## src/hw/rtl/fal_pkg.sv

```systemverilog
// Shared types and codes for the fixed-capacity array list engine.
// Used by fal_ctrl and fixed_array_list_engine_top; depends on nothing.
package fal_pkg;

  localparam logic [3:0] REQ_INS_END   = 4'd0;
  localparam logic [3:0] REQ_INS_START = 4'd1;
  localparam logic [3:0] REQ_INS_AT    = 4'd2;
  localparam logic [3:0] REQ_REM_END   = 4'd3;
  localparam logic [3:0] REQ_REM_START = 4'd4;
  localparam logic [3:0] REQ_REM_AT    = 4'd5;
  localparam logic [3:0] REQ_CLEAR     = 4'd6;
  localparam logic [3:0] REQ_SORT      = 4'd7;
  localparam logic [3:0] REQ_READ      = 4'd8;

  typedef enum logic [1:0] {
    ST_OK     = 2'd0,
    ST_FULL   = 2'd1,
    ST_EMPTY  = 2'd2,
    ST_BADIDX = 2'd3
  } status_e;

  // One result item as produced by the sequencer.
  typedef struct packed {
    logic               valid;
    status_e            status;
    logic signed [31:0] rdata;
    logic [3:0]         count;
  } rsp_t;

endpackage

```

## src/hw/rtl/fal_mem.sv

```systemverilog
// Entry storage of the array list: one write port, one read port with
// registered read data. No dependencies.
module fal_mem #(
  parameter int Depth = 8,
  parameter int AddrW = 3
) (
  input  logic             clk_i,
  input  logic             we_i,
  input  logic [AddrW-1:0] waddr_i,
  input  logic [31:0]      wdata_i,
  input  logic [AddrW-1:0] raddr_i,
  output logic [31:0]      rdata_o
);

  logic [31:0] mem_q [Depth];
  logic [31:0] rdata_q;

  always_ff @(posedge clk_i) begin
    if (we_i) begin
      mem_q[waddr_i] <= wdata_i;
    end
    rdata_q <= mem_q[raddr_i];
  end

  assign rdata_o = rdata_q;

endmodule

```

## src/hw/rtl/fal_ctrl.sv

```systemverilog
// Sequencer of the array list: decodes a request, walks the entry memory
// one entry at a time with a single comparator, and keeps the entry count.
// Depends on fal_pkg.
module fal_ctrl #(
  parameter int Capacity = 8,
  parameter int IdxW     = 3,
  parameter int CntW     = 4
) (
  input  logic             clk_i,
  input  logic             rst_ni,
  input  logic             start_i,
  input  logic [3:0]       req_type_i,
  input  logic [31:0]      value_i,
  input  logic [2:0]       position_i,
  output logic             busy_o,
  output logic             mem_we_o,
  output logic [IdxW-1:0]  mem_waddr_o,
  output logic [31:0]      mem_wdata_o,
  output logic [IdxW-1:0]  mem_raddr_o,
  input  logic [31:0]      mem_rdata_i,
  output fal_pkg::rsp_t    rsp_o
);

  localparam int PW  = (CntW > 3) ? CntW : 3;
  localparam int CW4 = (CntW > 4) ? CntW : 4;

  typedef enum logic [3:0] {
    S_IDLE,
    S_OPEN_RD,
    S_OPEN_WR,
    S_CLOSE_RD,
    S_CLOSE_WR,
    S_SORT_LD,
    S_SORT_LW,
    S_SORT_RD,
    S_SORT_CMP,
    S_READ_WAIT
  } state_e;

  state_e            state_q, state_d;
  logic [CntW-1:0]   count_q, count_d;
  logic [IdxW-1:0]   k_q, k_d;
  logic [IdxW-1:0]   at_q, at_d;
  logic [CntW-1:0]   b_q, b_d;
  logic [31:0]       cur_q, cur_d;
  logic [31:0]       val_q, val_d;

  logic              full, empty, pos_ok, swap;
  logic [PW-1:0]     pos_ext;
  logic [IdxW-1:0]   pos_idx, cnt_idx;
  logic [CW4-1:0]    cnt_ext;
  logic              rsp_valid;
  fal_pkg::status_e  rsp_status;
  logic [31:0]       rsp_rdata;

  assign full    = (count_q == CntW'(Capacity));
  assign empty   = (count_q == '0);
  assign pos_ext = PW'(position_i);
  assign pos_ok  = (pos_ext < PW'(count_q));
  assign pos_idx = pos_ext[IdxW-1:0];
  assign cnt_idx = count_q[IdxW-1:0];
  // The shared comparator of the sort pass.
  assign swap    = ($signed(cur_q) > $signed(mem_rdata_i));

  always_comb begin
    state_d     = state_q;
    count_d     = count_q;
    k_d         = k_q;
    at_d        = at_q;
    b_d         = b_q;
    cur_d       = cur_q;
    val_d       = val_q;
    mem_we_o    = 1'b0;
    mem_waddr_o = '0;
    mem_wdata_o = '0;
    mem_raddr_o = '0;
    rsp_valid   = 1'b0;
    rsp_status  = fal_pkg::ST_OK;
    rsp_rdata   = '0;

    unique case (state_q)
      S_IDLE: begin
        if (start_i) begin
          val_d = value_i;
          unique case (req_type_i) inside
            fal_pkg::REQ_INS_END, fal_pkg::REQ_INS_START, fal_pkg::REQ_INS_AT: begin
              if (full) begin
                rsp_valid  = 1'b1;
                rsp_status = fal_pkg::ST_FULL;
              end else if (req_type_i == fal_pkg::REQ_INS_END) begin
                mem_we_o    = 1'b1;
                mem_waddr_o = cnt_idx;
                mem_wdata_o = value_i;
                count_d     = count_q + 1'b1;
                rsp_valid   = 1'b1;
              end else if (req_type_i == fal_pkg::REQ_INS_AT && !pos_ok) begin
                rsp_valid  = 1'b1;
                rsp_status = fal_pkg::ST_BADIDX;
              end else begin
                k_d     = cnt_idx;
                at_d    = (req_type_i == fal_pkg::REQ_INS_AT) ? pos_idx : '0;
                state_d = S_OPEN_RD;
              end
            end
            fal_pkg::REQ_REM_END, fal_pkg::REQ_REM_START, fal_pkg::REQ_REM_AT: begin
              if (empty) begin
                rsp_valid  = 1'b1;
                rsp_status = fal_pkg::ST_EMPTY;
              end else if (req_type_i == fal_pkg::REQ_REM_END) begin
                count_d   = count_q - 1'b1;
                rsp_valid = 1'b1;
              end else if (req_type_i == fal_pkg::REQ_REM_AT && !pos_ok) begin
                rsp_valid  = 1'b1;
                rsp_status = fal_pkg::ST_BADIDX;
              end else begin
                k_d     = (req_type_i == fal_pkg::REQ_REM_AT) ? pos_idx : '0;
                state_d = S_CLOSE_RD;
              end
            end
            fal_pkg::REQ_CLEAR: begin
              count_d   = '0;
              rsp_valid = 1'b1;
            end
            fal_pkg::REQ_SORT: begin
              if (empty) begin
                rsp_valid  = 1'b1;
                rsp_status = fal_pkg::ST_EMPTY;
              end else if (count_q == CntW'(1)) begin
                rsp_valid = 1'b1;
              end else begin
                at_d    = '0;
                state_d = S_SORT_LD;
              end
            end
            fal_pkg::REQ_READ: begin
              if (empty) begin
                rsp_valid  = 1'b1;
                rsp_status = fal_pkg::ST_EMPTY;
              end else if (!pos_ok) begin
                rsp_valid  = 1'b1;
                rsp_status = fal_pkg::ST_BADIDX;
              end else begin
                mem_raddr_o = pos_idx;
                state_d     = S_READ_WAIT;
              end
            end
            default: begin
              rsp_valid = 1'b1;
            end
          endcase
        end
      end

      // Shift entries up from the top, one per read/write pair, then drop
      // the new value into the opened slot.
      S_OPEN_RD: begin
        if (k_q == at_q) begin
          mem_we_o    = 1'b1;
          mem_waddr_o = at_q;
          mem_wdata_o = val_q;
          count_d     = count_q + 1'b1;
          rsp_valid   = 1'b1;
          state_d     = S_IDLE;
        end else begin
          mem_raddr_o = k_q - 1'b1;
          state_d     = S_OPEN_WR;
        end
      end
      S_OPEN_WR: begin
        mem_we_o    = 1'b1;
        mem_waddr_o = k_q;
        mem_wdata_o = mem_rdata_i;
        k_d         = k_q - 1'b1;
        state_d     = S_OPEN_RD;
      end

      // Pull entries down over the removed slot.
      S_CLOSE_RD: begin
        if ((CntW'(k_q) + 1'b1) >= count_q) begin
          count_d   = count_q - 1'b1;
          rsp_valid = 1'b1;
          state_d   = S_IDLE;
        end else begin
          mem_raddr_o = k_q + 1'b1;
          state_d     = S_CLOSE_WR;
        end
      end
      S_CLOSE_WR: begin
        mem_we_o    = 1'b1;
        mem_waddr_o = k_q;
        mem_wdata_o = mem_rdata_i;
        k_d         = k_q + 1'b1;
        state_d     = S_CLOSE_RD;
      end

      // Exchange sort: cur_q holds the running minimum for slot at_q. A
      // larger holder is swapped into slot b_q, which matches the pairwise
      // exchanges of the textbook form.
      S_SORT_LD: begin
        mem_raddr_o = at_q;
        state_d     = S_SORT_LW;
      end
      S_SORT_LW: begin
        cur_d   = mem_rdata_i;
        b_d     = CntW'(at_q) + 1'b1;
        state_d = S_SORT_RD;
      end
      S_SORT_RD: begin
        if (b_q >= count_q) begin
          mem_we_o    = 1'b1;
          mem_waddr_o = at_q;
          mem_wdata_o = cur_q;
          if ((CntW'(at_q) + CntW'(2)) >= count_q) begin
            rsp_valid = 1'b1;
            state_d   = S_IDLE;
          end else begin
            at_d    = at_q + 1'b1;
            state_d = S_SORT_LD;
          end
        end else begin
          mem_raddr_o = b_q[IdxW-1:0];
          state_d     = S_SORT_CMP;
        end
      end
      S_SORT_CMP: begin
        if (swap) begin
          mem_we_o    = 1'b1;
          mem_waddr_o = b_q[IdxW-1:0];
          mem_wdata_o = cur_q;
          cur_d       = mem_rdata_i;
        end
        b_d     = b_q + 1'b1;
        state_d = S_SORT_RD;
      end

      S_READ_WAIT: begin
        rsp_valid = 1'b1;
        rsp_rdata = mem_rdata_i;
        state_d   = S_IDLE;
      end

      default: begin
        state_d = S_IDLE;
      end
    endcase
  end

  assign cnt_ext = CW4'(count_d);

  always_comb begin
    rsp_o.valid  = rsp_valid;
    rsp_o.status = rsp_status;
    rsp_o.rdata  = rsp_rdata;
    rsp_o.count  = cnt_ext[3:0];
  end

  assign busy_o = (state_q != S_IDLE);

  always_ff @(posedge clk_i or negedge rst_ni) begin
    if (!rst_ni) begin
      state_q <= S_IDLE;
      count_q <= '0;
    end else begin
      state_q <= state_d;
      count_q <= count_d;
    end
  end

  always_ff @(posedge clk_i) begin
    k_q   <= k_d;
    at_q  <= at_d;
    b_q   <= b_d;
    cur_q <= cur_d;
    val_q <= val_d;
  end

endmodule

```

## src/hw/rtl/fixed_array_list_engine_top.sv

```systemverilog
// Top level of the fixed-capacity array list engine: sequencer, entry
// memory and the registered result port. Depends on fal_pkg, fal_mem, fal_ctrl.
//
//  channel   direction  handshake                 payload
//  request   in         start & !busy             req_type_i, value_i, position_i
//  result    out        done_o (one cycle)        status_o, read_value_o, count_o
//
// A request is taken when start is high and busy is low; its result shows on
// done_o in the cycle after the sequencer finishes. Clear, end insert/remove,
// failed and unknown requests finish in the cycle they are taken, and a read
// waits for the registered memory data. Insert and remove at the start or at an
// index shift entries one read/write pair at a time. rst_ni empties the list
// asynchronously. The receiver cannot stall.
module fixed_array_list_engine_top #(
  parameter int CAPACITY = 8
) (
  input  logic               clk_i,
  input  logic               rst_ni,
  input  logic               start,
  output logic               busy,
  input  logic [3:0]         req_type_i,
  input  logic signed [31:0] value_i,
  input  logic [2:0]         position_i,
  output logic               done_o,
  output logic [1:0]         status_o,
  output logic signed [31:0] read_value_o,
  output logic [3:0]         count_o
);

  localparam int IdxW = (CAPACITY > 1) ? $clog2(CAPACITY) : 1;
  localparam int CntW = $clog2(CAPACITY + 1);

  logic            mem_we;
  logic [IdxW-1:0] mem_waddr, mem_raddr;
  logic [31:0]     mem_wdata, mem_rdata;
  fal_pkg::rsp_t   rsp;

  logic               done_q;
  fal_pkg::status_e   status_q;
  logic signed [31:0] rdata_q;
  logic [3:0]         count_q;

  fal_ctrl #(
    .Capacity (CAPACITY),
    .IdxW     (IdxW),
    .CntW     (CntW)
  ) u_ctrl (
    .clk_i       (clk_i),
    .rst_ni      (rst_ni),
    .start_i     (start),
    .req_type_i  (req_type_i),
    .value_i     (value_i),
    .position_i  (position_i),
    .busy_o      (busy),
    .mem_we_o    (mem_we),
    .mem_waddr_o (mem_waddr),
    .mem_wdata_o (mem_wdata),
    .mem_raddr_o (mem_raddr),
    .mem_rdata_i (mem_rdata),
    .rsp_o       (rsp)
  );

  fal_mem #(
    .Depth (CAPACITY),
    .AddrW (IdxW)
  ) u_mem (
    .clk_i   (clk_i),
    .we_i    (mem_we),
    .waddr_i (mem_waddr),
    .wdata_i (mem_wdata),
    .raddr_i (mem_raddr),
    .rdata_o (mem_rdata)
  );

  // Result register; payload is loaded only when a result is produced.
  always_ff @(posedge clk_i or negedge rst_ni) begin
    if (!rst_ni) begin
      done_q <= 1'b0;
    end else begin
      done_q <= rsp.valid;
    end
  end

  always_ff @(posedge clk_i) begin
    if (rsp.valid) begin
      status_q <= rsp.status;
      rdata_q  <= rsp.rdata;
      count_q  <= rsp.count;
    end
  end

  assign done_o       = done_q;
  assign status_o     = status_q;
  assign read_value_o = rdata_q;
  assign count_o      = count_q;

endmodule

```

## config.mk

```make
export PLATFORM = sky130hd
export DESIGN_NAME = fixed_array_list_engine_top
export DESIGN_NICKNAME = d
export VERILOG_FILES = /design/src/hw/rtl/fal_pkg.sv /design/src/hw/rtl/fal_mem.sv /design/src/hw/rtl/fal_ctrl.sv /design/src/hw/rtl/fixed_array_list_engine_top.sv
export SDC_FILE = /design/constraint.sdc
export NUM_CORES = 1
export LEC_CHECK = 0
export CAP_MARGIN = 10
export CORE_MARGIN = 2
export CORE_UTILIZATION = 35
export DETAILED_ROUTE_END_ITERATION = 10
export DONT_BUFFER_PORTS = 1
export PLACE_DENSITY_LB_ADDON = 0.25
export SETUP_SLACK_MARGIN = 0.3
export SYNTH_ARGS = -nofsm -noshare
export SYNTH_HDL_FRONTEND = slang
export SYNTH_HIERARCHICAL = 1
export SYNTH_SLANG_ARGS = --single-unit
export TNS_END_PERCENT = 30
```

## constraint.sdc

```tcl
create_clock -name clk_i -period 11.03 [get_ports clk_i]
set_input_delay 2.206 -clock clk_i [delete_from_list [all_inputs] [get_ports clk_i]]
set_output_delay 2.206 -clock clk_i [all_outputs]
set_load 0.03 [all_outputs]
```

==> qor.csv <==
metric,value,unit
drt-initial-drc-count,1155,
grt_first_pass_wirelength,76500,microns
die_height,236,microns
r2r.worst_path.cells,9,
routedWlPerCell,26.4,microns
worst_r2r_endpoint,u_mem/mem_q[0][6],
finalSetupTns,0,ns
layout.nets,1329,
drc,0,
synth_top_area_share,0.587,
worst-endpoint-arrival,5.73,ns
ys_dominant_reg_cell,edfxtp_1,
tritoncts_num_sinks,409,
largest_net_degree_at_the_start_of_global_routing,76,
cts.hold.buffers_added,0,
max_slew_margin,0.247,
antenna_found_initial,2,
final-setup-viol-count,0,
detailed_place_hpwl,30700,microns
cts-buffers-inserted,45,
grt_util_all_layers,0.184,
mappedNetlistArea,18800,sq um
post-cts-setup-buffer-count,0,
number_of_enable_flip_flop_cells_after_synthesis,368,
coreArea,52900,sq um
timing.hold.worst.start,u_mem/rdata_o[15],
ys_top_cells_by_area,"edfxtp_1, mux4_1, ha_1",
startpoint_type,flop,
final_worst_path_period_share,0.500,
finish.utilization,0.398,
timing_worst_slew_pin_value,1.12,ns
yosys.area.top_type,edfxtp_1,
drive_above_1_share,0.160,
leakagePower,7.10,nW
hold_end,u_ctrl/cur_q[15],
tritoncts,yes,
floorplan_die_width,236,microns
power.density_cell_area,299,nW/um^2
die_area,55700,sq um
postSynth.asyncResetShare,0.0220,
port_buf_inserts,0,
fin_worst_hold_slack,0.459,ns
finalCriticalPeriod,5.51,ns
fin_worst_skew,0.0231,ns
r2r_start,u_ctrl/state_q[3],
synthDistinctLibCells,78,
clkLatencyLatePin,0.59,ns
cts.htree.levels,2,
grt_setup_unrepaired,false,
ctsRootBufferMaster,clkbuf_16,
outcome,finished clean,
synth.yosys.warnings,6,
gpl.final_weighted_congestion,0.848,
worst-setup-path-type,flop to flop,
area_growth,11.8,%
max-clock-path-buffers,3,
max-vdd-ir-drop,0.234,mV
report.final.hold_viol_count,0,
grt_overflow_total,0,
number_of_global_route_vias_before_repair,11400,
vias,11400,
cts.clk_slew.worst_paths,0.06,ns
postSynthRegisterBits,409,
hold_path.class,flop to flop,
crit_required,11.25,ns
viasPerCell,5.84,
syn-mean-instance-area,15.1,sq um
worstPathMaxFanout,75,
boundaryPins,82,
post_synth_inst_count,1248,
final_antenna_net_count,0,
start_util,0.356,
max_cap_viol_count,0,
number_of_pins_exceeding_their_max_slew_limit_in_the_final_report,0,
crit_end_category,flop,
cts_resized,0,
drt_wl_total,51700,microns
synth.yosys.seq_area_share,0.633,
min_path_cells,0,
floorplan_row_count,84,
max_clock_freq,181,MHz
dr.pass1.iters,7,
syn-num-nets,1345,
reg2reg_setup_slack,5.52,ns
==> kinds of logic after synthesis <==
logic type / count (synthesis) / share of synthesized area
buf+inv: 168 / 0.0402
mux: 100 / 0.106
compound gates: 260 / 0.110
fa+ha+maj: 55 / 0.0366
xor+xnor: 12 / 0.00558
simple gates: 244 / 0.0682
flops: 409 / 0.633
==> sequential cells by signal, summed over array words and instances, names as in the netlist <==
signal / count
u_ctrl/count_q: 4
u_ctrl/at_q: 3
count_o: 4
u_ctrl/cur_q: 32
read_value_o: 32
done_o: 1
status_o: 2
u_ctrl/k_q: 3
u_ctrl/state_q: 4
u_mem/rdata_o: 32
u_ctrl/b_q: 4
u_mem/mem_q: 256
u_ctrl/val_q: 32
==> per-stage QoR <==
step           worst slack (ns)  cell area [sq um]  cells  total power, W
2_1_floorplan              4.66              18800   1248         0.00409
3_3_place_gp               5.26              19500   1873         0.00470
3_5_place_dp               5.10              19500   1873         0.00476
4_1_cts                    5.58              21000   1956         0.00633
5_1_grt                    5.33              21000   1956         0.00660
6_report                   5.52              21000   1958         0.00629
==> cell usage in the layout, fill, tap and decap left out, drive strengths merged, types with 33 or more instances in the layout <==
cell type,synthesis,layout
mux4,64,64
a21oi,39,39
inv,83,84
nor3,49,49
a41oi,33,33
edfxtp,368,368
o21ai,59,59
nor2,33,33
ha,55,55
nand2,63,63
mux2,33,33
clkbuf,35,67
==> routing by layer <==
metal  up-vias  GRT usage  wire, microns  share of wire
met5         -          0             27        0.00052
met4         4     0.0589           1260          0.024
met3        92     0.0391           3740          0.072
met2       405      0.286          23300           0.45
met1      5932      0.259          23400           0.45
li1       5006          -              -              -
==> critical path, cell delays in order, from the launching register on <==
cell	delay, ns
dfrtp_1	0.66
nand2b_2	0.69
nor3_4	0.66
o21a_4	0.94
and2_4	0.29
nand2_1	0.07
nand3_1	0.10
nand2b_1	0.23
nor3_2	0.91
buf_4	0.56
==> Yosys cell counts (5+ instances only) <==
cell         n
o21a_1       5
a41oi_1     13
inv_1       83
a222oi_1    32
nand2_1     63
buf_6       11
dfrtp_1      9
mux4_1      40
buf_1        7
o2111ai_1   32
a211oi_1     5
nor2_1      33
nand2b_1    16
a22oi_1      7
xnor2_1     10
buf_2       29
mux2_2      33
nor2b_1      6
mux4_2      24
or2_2        6
edfxtp_1   368
nand3b_1     5
dfxtp_1     32
nor3_1      48
ha_1        55
nand3_1     21
nand4_1     16
clkbuf_1    35
a21o_1       8
a41oi_2     20
a21oi_1     39
o21ai_0     58
==> final cells by class <==
| cell class | instances | area (sq um) |
|---|---|---|
| Fill cell | 4826 | 31800 |
| Sequential cell | 409 | 11900 |
| Multi-Input combinational cell | 671 | 6240 |
| Clock buffer | 67 | 1270 |
| Tap cell | 688 | 861 |
| Inverter | 84 | 315 |
| Clock inverter | 16 | 275 |
| Timing Repair Buffer | 21 | 158 |
| Antenna cell | 2 | 5.00 |
==> report_power, final <==
group	total [W]	internal, W	switching [W]
Clock	0.00155	0.000923	0.000629
Combinational	0.00216	0.000835	0.00133
Sequential	0.00257	0.00223	0.000341
Total	0.00629	0.00399	0.00230
==> how the worst max path moves through the flow <==
stage	startpoint	to	slack (ns)
2_1_floorplan	req_type_i[0]	u_mem/mem_q[4][0]	4.66
3_3_place_gp	position_i[1]	u_mem/rdata_o[23]	5.26
3_5_place_dp	position_i[1]	u_mem/rdata_o[26]	5.10
4_1_cts	u_ctrl/state_q[3]	u_mem/mem_q[0][6]	5.58
5_1_grt	u_ctrl/state_q[3]	u_mem/mem_q[0][6]	5.33
6_report	u_ctrl/state_q[3]	u_mem/mem_q[0][6]	5.52
No activity file was read; power rests on OpenSTA's default activity.
